$ cat src/sv/lfu_pkg.sv
// shared types and constants for the lfu cache table
package lfu_pkg;
  localparam int unsigned TABLE_ENTRIES_DEF = 16;
  localparam int unsigned COUNT_BITS_DEF = 16;
  localparam int unsigned KEY_W = 32;
  localparam int unsigned VAL_W = 32;
  localparam int unsigned STAMP_W = 32;
  localparam int unsigned CAP_W = 5;
  localparam logic [CAP_W-1:0] CAP_RESET = CAP_W'(16);
  localparam logic KIND_GET = 1'b0;
  localparam logic KIND_PUT = 1'b1;
  localparam int unsigned QDEPTH = 2;

  typedef struct packed {
    logic             kind;
    logic [KEY_W-1:0] key;
    logic [VAL_W-1:0] value;
  } op_t;

  typedef struct packed {
    logic             found;
    logic [VAL_W-1:0] read_value;
    logic             evicted;
    logic [KEY_W-1:0] evicted_key;
  } res_t;
endpackage

$ cat src/sv/lfu_if.sv
// valid/ready channel interfaces for operations and results
interface lfu_op_if;
  import lfu_pkg::*;
  logic valid;
  logic ready;
  op_t  data;
  modport source (output valid, output data, input ready);
  modport sink (input valid, input data, output ready);
endinterface

interface lfu_res_if;
  import lfu_pkg::*;
  logic valid;
  logic ready;
  res_t data;
  modport source (output valid, output data, input ready);
  modport sink (input valid, input data, output ready);
endinterface

$ cat src/sv/lfu_front.sv
// front end: accepts operations into a short queue
module lfu_front import lfu_pkg::*; (
  input  logic   clk,
  input  logic   rst_n,
  lfu_op_if.sink in,
  output logic   q_valid,
  output op_t    q_data,
  input  logic   q_pop
);
  localparam int unsigned PW = $clog2(QDEPTH);
  op_t q_r [QDEPTH];
  logic [PW-1:0] wp_r, wp_nxt, rp_r, rp_nxt;
  logic [PW:0] cnt_r, cnt_nxt;
  logic push, pop;

  assign in.ready = (cnt_r != (PW+1)'(QDEPTH));
  assign push = in.valid && in.ready;
  assign pop = q_pop && q_valid;
  assign q_valid = (cnt_r != '0);
  assign q_data = q_r[rp_r];

  always_comb begin
    wp_nxt = push ? ((wp_r == PW'(QDEPTH-1)) ? '0 : wp_r + 1'b1) : wp_r;
    rp_nxt = pop ? ((rp_r == PW'(QDEPTH-1)) ? '0 : rp_r + 1'b1) : rp_r;
    cnt_nxt = cnt_r + (PW+1)'(push) - (PW+1)'(pop);
  end

  always_ff @(posedge clk) begin
    if (!rst_n) begin
      wp_r <= '0;
      rp_r <= '0;
      cnt_r <= '0;
    end else begin
      wp_r <= wp_nxt;
      rp_r <= rp_nxt;
      cnt_r <= cnt_nxt;
    end
    if (push) q_r[wp_r] <= in.data;
  end

  a_cnt_bound: assert property (@(posedge clk) disable iff (!rst_n)
    cnt_r <= (PW+1)'(QDEPTH)) else $error("queue overfilled");
  a_pop_nonempty: assert property (@(posedge clk) disable iff (!rst_n)
    (cnt_r == '0) |-> !q_valid) else $error("pop from empty queue");
  a_full_block: assert property (@(posedge clk) disable iff (!rst_n)
    (cnt_r == (PW+1)'(QDEPTH)) |-> !in.ready) else $error("push when full");
endmodule

$ cat src/sv/lfu_back.sv
// back end: lookup, victim search and table update
module lfu_back import lfu_pkg::*; #(
  parameter int unsigned TABLE_ENTRIES = TABLE_ENTRIES_DEF,
  parameter int unsigned COUNT_BITS = COUNT_BITS_DEF
) (
  input  logic             clk,
  input  logic             rst_n,
  input  logic [CAP_W-1:0] cap,
  input  logic             q_valid,
  input  op_t              q_data,
  output logic             q_pop,
  lfu_res_if.source        out
);
  localparam int unsigned IW = (TABLE_ENTRIES > 1) ? $clog2(TABLE_ENTRIES) : 1;
  localparam int unsigned OW = $clog2(TABLE_ENTRIES + 1);
  localparam logic [COUNT_BITS-1:0] CMAX = '1;
  localparam logic [2:0] S_IDLE = 3'd0, S_SCAN = 3'd1, S_VICT = 3'd2,
                         S_DO = 3'd3, S_OUT = 3'd4;

  logic [TABLE_ENTRIES-1:0] vld_r;
  logic [KEY_W-1:0]      key_r [TABLE_ENTRIES];
  logic [VAL_W-1:0]      val_r [TABLE_ENTRIES];
  logic [COUNT_BITS-1:0] cnt_r [TABLE_ENTRIES];
  logic [STAMP_W-1:0]    stp_r [TABLE_ENTRIES];
  logic [STAMP_W-1:0]    stamp_r;
  logic [OW-1:0]         occ_r;
  logic [2:0]            st_r;
  op_t                   op_r;
  logic [TABLE_ENTRIES-1:0] match_r;
  logic [IW-1:0]         idx_r, best_r, free_r;
  logic                  best_ok_r, free_ok_r;
  logic [COUNT_BITS-1:0] bcnt_r;
  logic [STAMP_W-1:0]    bage_r;
  res_t                  res_r;
  logic                  ovld_r;

  logic hit;
  logic [IW-1:0] hidx;
  logic [IW-1:0] fidx;
  logic [STAMP_W-1:0] age;
  logic [OW-1:0] capc;
  logic better;
  logic evict;

  always_comb begin
    hit = |match_r;
    hidx = '0;
    fidx = '0;
    for (int i = TABLE_ENTRIES - 1; i >= 0; i--) begin
      if (match_r[i]) hidx = IW'(i);
      if (!vld_r[i]) fidx = IW'(i);
    end
  end
  assign capc = (32'(cap) > 32'(TABLE_ENTRIES)) ? OW'(TABLE_ENTRIES) : OW'(cap);
  assign age = stamp_r - stp_r[idx_r];
  assign better = !best_ok_r || cnt_r[idx_r] < bcnt_r ||
                  (cnt_r[idx_r] == bcnt_r && age > bage_r);
  assign evict = (op_r.kind == KIND_PUT) && (capc != '0) && !hit && best_ok_r;
  assign q_pop = (st_r == S_IDLE) && q_valid;
  assign out.valid = ovld_r;
  assign out.data = res_r;

  always_ff @(posedge clk) begin
    if (!rst_n) begin
      st_r <= S_IDLE;
      vld_r <= '0;
      stamp_r <= '0;
      occ_r <= '0;
      ovld_r <= 1'b0;
    end else begin
      if (out.valid && out.ready) ovld_r <= 1'b0;
      unique case (st_r)
        S_IDLE: if (q_valid) begin
          op_r <= q_data;
          for (int i = 0; i < TABLE_ENTRIES; i++)
            match_r[i] <= vld_r[i] && key_r[i] == q_data.key;
          st_r <= S_SCAN;
        end
        S_SCAN: begin
          // pick free slot; start victim scan if a put misses and the table is at capacity
          free_ok_r <= ~&vld_r;
          free_r <= fidx;
          idx_r <= '0;
          best_ok_r <= 1'b0;
          if (op_r.kind == KIND_PUT && capc != '0 && !hit && occ_r >= capc)
            st_r <= S_VICT;
          else
            st_r <= S_DO;
        end
        S_VICT: begin
          // one entry per cycle; equal counts go to the older entry, then the lower index
          if (vld_r[idx_r] && better) begin
            best_ok_r <= 1'b1;
            best_r <= idx_r;
            bcnt_r <= cnt_r[idx_r];
            bage_r <= age;
          end
          if (idx_r == IW'(TABLE_ENTRIES - 1)) st_r <= S_DO;
          else idx_r <= idx_r + 1'b1;
        end
        S_DO: if (!ovld_r) begin
          res_r.found <= hit;
          res_r.read_value <= (op_r.kind == KIND_GET) ? (hit ? val_r[hidx] : '1) : '0;
          res_r.evicted <= evict;
          res_r.evicted_key <= evict ? key_r[best_r] : '0;
          if (op_r.kind == KIND_GET) begin
            if (hit) begin
              if (cnt_r[hidx] != CMAX) cnt_r[hidx] <= cnt_r[hidx] + 1'b1;
              stp_r[hidx] <= stamp_r;
              stamp_r <= stamp_r + 1'b1;
            end
          end else if (capc != '0) begin
            if (hit) begin
              if (cnt_r[hidx] != CMAX) cnt_r[hidx] <= cnt_r[hidx] + 1'b1;
              stp_r[hidx] <= stamp_r;
              val_r[hidx] <= op_r.value;
              stamp_r <= stamp_r + 1'b1;
            end else if (best_ok_r) begin
              // evicted slot is reused by the new key
              key_r[best_r] <= op_r.key;
              val_r[best_r] <= op_r.value;
              cnt_r[best_r] <= COUNT_BITS'(1);
              stp_r[best_r] <= stamp_r;
              stamp_r <= stamp_r + 1'b1;
            end else if (free_ok_r) begin
              vld_r[free_r] <= 1'b1;
              key_r[free_r] <= op_r.key;
              val_r[free_r] <= op_r.value;
              cnt_r[free_r] <= COUNT_BITS'(1);
              stp_r[free_r] <= stamp_r;
              stamp_r <= stamp_r + 1'b1;
              occ_r <= occ_r + 1'b1;
            end
          end
          st_r <= S_OUT;
        end
        S_OUT: begin
          ovld_r <= 1'b1;
          st_r <= S_IDLE;
        end
        default: st_r <= S_IDLE;
      endcase
    end
  end

  a_occ: assert property (@(posedge clk) disable iff (!rst_n)
    occ_r == OW'($countones(vld_r))) else $error("occupancy mismatch");
  a_ev_put: assert property (@(posedge clk) disable iff (!rst_n)
    (out.valid && out.data.evicted) |-> !out.data.found) else $error("evict on hit");
  a_stall: assert property (@(posedge clk) disable iff (!rst_n)
    (out.valid && !out.ready) |=> out.valid && $stable(out.data)) else $error("result lost");
endmodule

$ cat src/sv/lfu_cache_table.sv
// top level of the lfu cache table
// channel | dir | payload
// in      | in  | kind, key, value
// out     | out | found, read_value, evicted, evicted_key
// cfg     | in  | capacity_in_use (write only)
// an item passes lookup, slot pick, update and result steps when no eviction
// is needed; an eviction adds a serial victim scan over all TABLE_ENTRIES entries.
// reset is synchronous and clears valid bits, occupancy and stamp counter.
// the back end holds in its update step while a result waits on out_ready.
// a two-entry queue takes further input while a result waits on out_ready, until it is full.
module lfu_cache_table import lfu_pkg::*; #(
  parameter int unsigned TABLE_ENTRIES = TABLE_ENTRIES_DEF,
  parameter int unsigned COUNT_BITS = COUNT_BITS_DEF
) (
  input  logic             clk,
  input  logic             rst_n,
  lfu_op_if.sink           in_ch,
  lfu_res_if.source        out_ch,
  input  logic             cfg_we,
  input  logic [CAP_W-1:0] cfg_wdata
);
  logic [CAP_W-1:0] cap_r;
  logic q_valid, q_pop;
  op_t q_data;

  always_ff @(posedge clk) begin
    if (!rst_n) cap_r <= CAP_RESET;
    else if (cfg_we) cap_r <= cfg_wdata;
  end

  lfu_front u_front (.clk, .rst_n, .in(in_ch), .q_valid, .q_data, .q_pop);
  lfu_back #(.TABLE_ENTRIES(TABLE_ENTRIES), .COUNT_BITS(COUNT_BITS)) u_back (
    .clk, .rst_n, .cap(cap_r), .q_valid, .q_data, .q_pop, .out(out_ch));
endmodule
$ cat src/flat_wrapper.sv
// flat-port wrapper written by rule: the top's interface ports become plain ports
module lfu_cache_table_flat import lfu_pkg::*;
#(
  parameter int unsigned TABLE_ENTRIES = TABLE_ENTRIES_DEF,
  parameter int unsigned COUNT_BITS = COUNT_BITS_DEF
)
  (clk, rst_n, cfg_we, cfg_wdata, in_ch_valid, in_ch_data, in_ch_ready, out_ch_valid, out_ch_data, out_ch_ready);
  lfu_op_if in_ch_i ();
  lfu_res_if out_ch_i ();
  input  logic clk;
  input  logic rst_n;
  input  logic cfg_we;
  input  logic [CAP_W-1:0] cfg_wdata;
  input wire logic [$bits(in_ch_i.valid)-1:0] in_ch_valid;
  input wire logic [$bits(in_ch_i.data)-1:0] in_ch_data;
  output wire logic [$bits(in_ch_i.ready)-1:0] in_ch_ready;
  output wire logic [$bits(out_ch_i.valid)-1:0] out_ch_valid;
  output wire logic [$bits(out_ch_i.data)-1:0] out_ch_data;
  input wire logic [$bits(out_ch_i.ready)-1:0] out_ch_ready;
  assign in_ch_i.valid = in_ch_valid;
  assign in_ch_i.data = in_ch_data;
  assign in_ch_ready = in_ch_i.ready;
  assign out_ch_valid = out_ch_i.valid;
  assign out_ch_data = out_ch_i.data;
  assign out_ch_i.ready = out_ch_ready;
  lfu_cache_table #(.TABLE_ENTRIES(TABLE_ENTRIES), .COUNT_BITS(COUNT_BITS)) u_core (.clk(clk), .rst_n(rst_n), .in_ch(in_ch_i), .out_ch(out_ch_i), .cfg_we(cfg_we), .cfg_wdata(cfg_wdata));
endmodule
$ cat config.mk
export PLATFORM = sky130hd
export DESIGN_NAME = lfu_cache_table_flat
export DESIGN_NICKNAME = d
export VERILOG_FILES = /design/src/sv/lfu_pkg.sv /design/src/sv/lfu_if.sv /design/src/sv/lfu_front.sv /design/src/sv/lfu_back.sv /design/src/sv/lfu_cache_table.sv /design/src/flat_wrapper.sv
export SDC_FILE = /design/constraint.sdc
export NUM_CORES = 2
export LEC_CHECK = 0
export BUFFER_PORTS_ARGS = -buffer_cell sky130_fd_sc_hd__buf_4
export CELL_PAD_IN_SITES_DETAIL_PLACEMENT = 0
export CELL_PAD_IN_SITES_GLOBAL_PLACEMENT = 1
export CORE_ASPECT_RATIO = 0.5
export CORE_MARGIN = 2
export CORE_UTILIZATION = 30
export DETAILED_ROUTE_END_ITERATION = 10
export GPL_TIMING_DRIVEN = 0
export PLACE_DENSITY = 0.56
export SYNTH_ARGS = -nofsm -noshare
export SYNTH_HDL_FRONTEND = slang
export SYNTH_SLANG_ARGS = --single-unit
$ cat constraint.sdc
create_clock -name clk -period 10.25 [get_ports clk]
set_input_delay 0.5125 -clock clk [delete_from_list [all_inputs] [get_ports clk]]
set_output_delay 0.5125 -clock clk [all_outputs]
set_load 0.005 [all_outputs]
==> flow_summary.yaml <==
final_layout:
  finalNetCount: 6728
  syn_to_final_growth_pct: 17.37
  drive_gt1_frac: 0.1855
  utilization: 0.3541
  layout.cells.non_filler: 10956
placement:
  dp_hpwl_mm: 245.9
  dp_cells: 10487
  dp_slack_ps: 53.81
  port_buffers: 141
  gp_congestion: 1.008
sta:
  relSlewSlack: -0.05698
  worst_slew_pin_slew_ps: 1571
  finClkSkew_ps: 105.3
  setup-violations-final: 0
  period_needed_ps: 9708
  fin_crit_sh: 0.9471
  fmax_mhz: 103.0
  maxSlewViolCount: 23
  setup_ws_ps: 541.9
  rsz0062_at_grt: "false"
  finalHoldViolations: 0
power_and_ir_drop:
  sw_frac_of_total: 0.3218
  internal_power_w: 0.01682
  p_per_area_nw_per_um2: 221.0
  comb_power_share: 0.242
  ir_worst_vdd_mv: 0.1562
  p_leak_nw: 37.48
  seqPwrFrac: 0.432
  pwr-share-clk: 0.326
  switchingPower_w: 0.007981
synthesis:
  ys_seq_area_frac: 0.6840
  async_flop_share: 0
  synth_nets: 6198
  synth-edff-count: 2131
  ys_ff_latch: 2202
  netlist_instances: 6032
  synth_area_leaders: "edfxtp_1, mux4_2, xor2_1"
  synth.most_common_cell: "edfxtp_1"
  synthesis.yosys.warnings: 0
  netlist_area_um2: 95630
  synth_ff_type: "edfxtp_1"
  avgSynthCellArea_um2: 15.85
  yosys-top-cells-count: "edfxtp_1, nand2_1, xor2_1"
  synth_top_area_frac: 0.6692
  yosys.area.top_type: "edfxtp_1"
  yosysUniqueCellTypes: 89
die:
  die_area_um2: 323600
  die_x_um: 802.5
  initial_core_util: 0.3017
  ios: 143
  die-height_um: 403.2
  floorplan.core_area_um2: 316900
  std_cell_rows: 146
global_route:
  grt_pass1_vias: 55942
  grt_util_all_layers: 0.2075
  antenna_found_initial: 15
  grt_max_degree: 48
  grt_pass1_wl_mm: 470.8
  grt.overflow.total: 0
route:
  wire_per_inst_um: 31.50
  dr.pass1.iters: 6
  detail-route-antenna-nets: 0
  wl_mm: 345.1
  vias: 58170
  route.detailed.drc: 0
  viasPerCell: 5.309
  drtIter0Drc: 7464
cts:
  tritoncts: "built"
  cts_setup_buffers: 0
  htreeDepth: 4
  clock-sinks: 2202
  clkTransAtPathRegs_ps: 60
  clock-root-buffer: "clkbuf_16"
  clk_latency_ps: 890
  cts.path.max_buffers: 4
  cts_made_buffers: 217
critical_path:
  worstPathArrival_ps: 10270
  end_kind: "flip-flop"
  worst-endpoint-required_ps: 10810
  crit_top_cell: "clkbuf_1"
  cp_max_fo: 28
  crit_family: "buffers and inverters"
  cp_slowest_cell: "clkbuf_1"
  cp-start-kind: "flip-flop"
  cp_num_buf_inv: 6
  path_class: "reg -> reg"
  max_stage_delay_ps: 1020
run_status:
  outcome: "finished, violations left"
  violations: "max-capacitance violations, max-slew violations"
flow_run:
  drv_cap: 3
worst_hold_path:
  min_path_type: "in -> reg"
-- per-stage QoR --
stage                     setup TNS (ps)  hold slack, ps  cell area [um^2]  total power [W]
after floorplan                        0           455.0             95630          0.01401
after global routing                   0           98.66            112200          0.02559
after detailed placement               0           506.6            104500          0.01686
after CTS                              0           35.72            112200          0.02492
after global placement           -230900           503.5            102000          0.01674
final                                  0           98.83            112200          0.02480
-- cell families (layout without fill, tap and decap cells) --
family          Yosys count  count (layout)  share of synthesized area
compound gates          473             473                    0.03474
buf+inv                 455            1157                    0.02007
fa+ha+maj                91              91                    0.01198
xor+xnor                575             575                    0.05266
mux                     559             559                     0.1136
other cells               0               4                          0
flops                  2202            2202                     0.6840
simple gates           1677            1677                    0.08295
-- placed cells by master, fill, tap and decap left out, drive strengths merged, types with 50 or more instances in the layout --
cell type | netlist | final
dfxtp | 71 | 71
nor2 | 149 | 149
buf | 139 | 369
clkbuf | 173 | 447
nand2 | 767 | 767
and3 | 58 | 58
clkinv | 0 | 81
xor2 | 448 | 448
nand3 | 318 | 318
nand4 | 137 | 137
and2 | 71 | 71
dlygate4sd3 | 0 | 73
edfxtp | 2131 | 2131
a31oi | 56 | 56
mux4 | 416 | 416
a21oi | 127 | 127
mux2i | 94 | 94
nor4 | 59 | 59
ha | 90 | 90
a311oi | 50 | 50
xnor2 | 127 | 127
inv | 143 | 152
-- timing repair --
action	in CTS	in global routing
endpoints found under the setup margin	0	53
hold buffers	73	0
endpoints found under the hold margin	137	0
gates resized for setup	0	16
-- final timing paths --
check / start / endpoint / slack (ps) / cells after the start
setup / recovery: flip-flop / u_core.u_back.bage_r[11] / 540 / 27
hold / removal: cfg_we / u_core.cap_r[1] / 100 / 3
setup reg to reg: flip-flop / u_core.u_back.bage_r[11] / 540 / 27
hold reg to reg: u_core.u_back.st_r[0] / u_core.u_back.st_r[0] / 520 / 1
-- registers in the layout, indices dropped and copies added (netlist names), 16 cells and up, named ones only --
| signal | count |
|---|---|
| u_core.u_back.op_r | 65 |
| u_core.u_back.val_r | 512 |
| u_core.u_back.stamp_r | 32 |
| u_core.u_front.q_r | 130 |
| u_core.u_back.key_r | 512 |
| u_core.u_back.stp_r | 512 |
| u_core.u_back.cnt_r | 256 |
| u_core.u_back.vld_r | 16 |
| u_core.u_back.bage_r | 32 |
| u_core.u_back.match_r | 16 |
| u_core.u_back.out.data | 66 |
| u_core.u_back.bcnt_r | 16 |
-- power by group through the flow --
| stage | Clock, W | Sequential [W] | Combinational [W] |
|---|---|---|---|
| 3_3_place_gp | 0 | 0.0109 | 0.00581 |
| 4_1_cts | 0.00821 | 0.0107 | 0.00601 |
| 3_5_place_dp | 0 | 0.0109 | 0.00596 |
| 5_1_grt | 0.00855 | 0.0107 | 0.00631 |
| 6_report | 0.00810 | 0.0107 | 0.00600 |
| 2_1_floorplan | 0 | 0.0108 | 0.00323 |
-- worst register-to-register path, delay by kind of cell, from the launching register on --
kind	cells	cell delay (ps)
compound gates	10	2550
xor+xnor	1	140
fa+ha+maj	2	550
buf+inv	6	3000
flops	1	310
mux	2	950
simple gates	6	1820
-- per-layer routing --
| layer | up-vias | wire, um | global-route usage |
|---|---|---|---|
| li1 | 24412 | - | - |
| met1 | 30689 | 149700 | 0.2923 |
| met2 | 2558 | 155100 | 0.3228 |
| met3 | 507 | 26800 | 0.03890 |
| met4 | 4 | 13450 | 0.07135 |
| met5 | - | 26 | 0 |
-- final cells by class --
type	count	area (um^2)
flip-flops and latches	2202	65410
fillers	30035	204700
multi-input cells	3375	28880
plain buffers	312	1431
clock inverters	120	1204
repair buffers	311	3715
well taps	4218	5278
clock buffers	271	5767
diodes	4	10.01
inverters	143	539.3
Power figures use the tool's default switching activity.
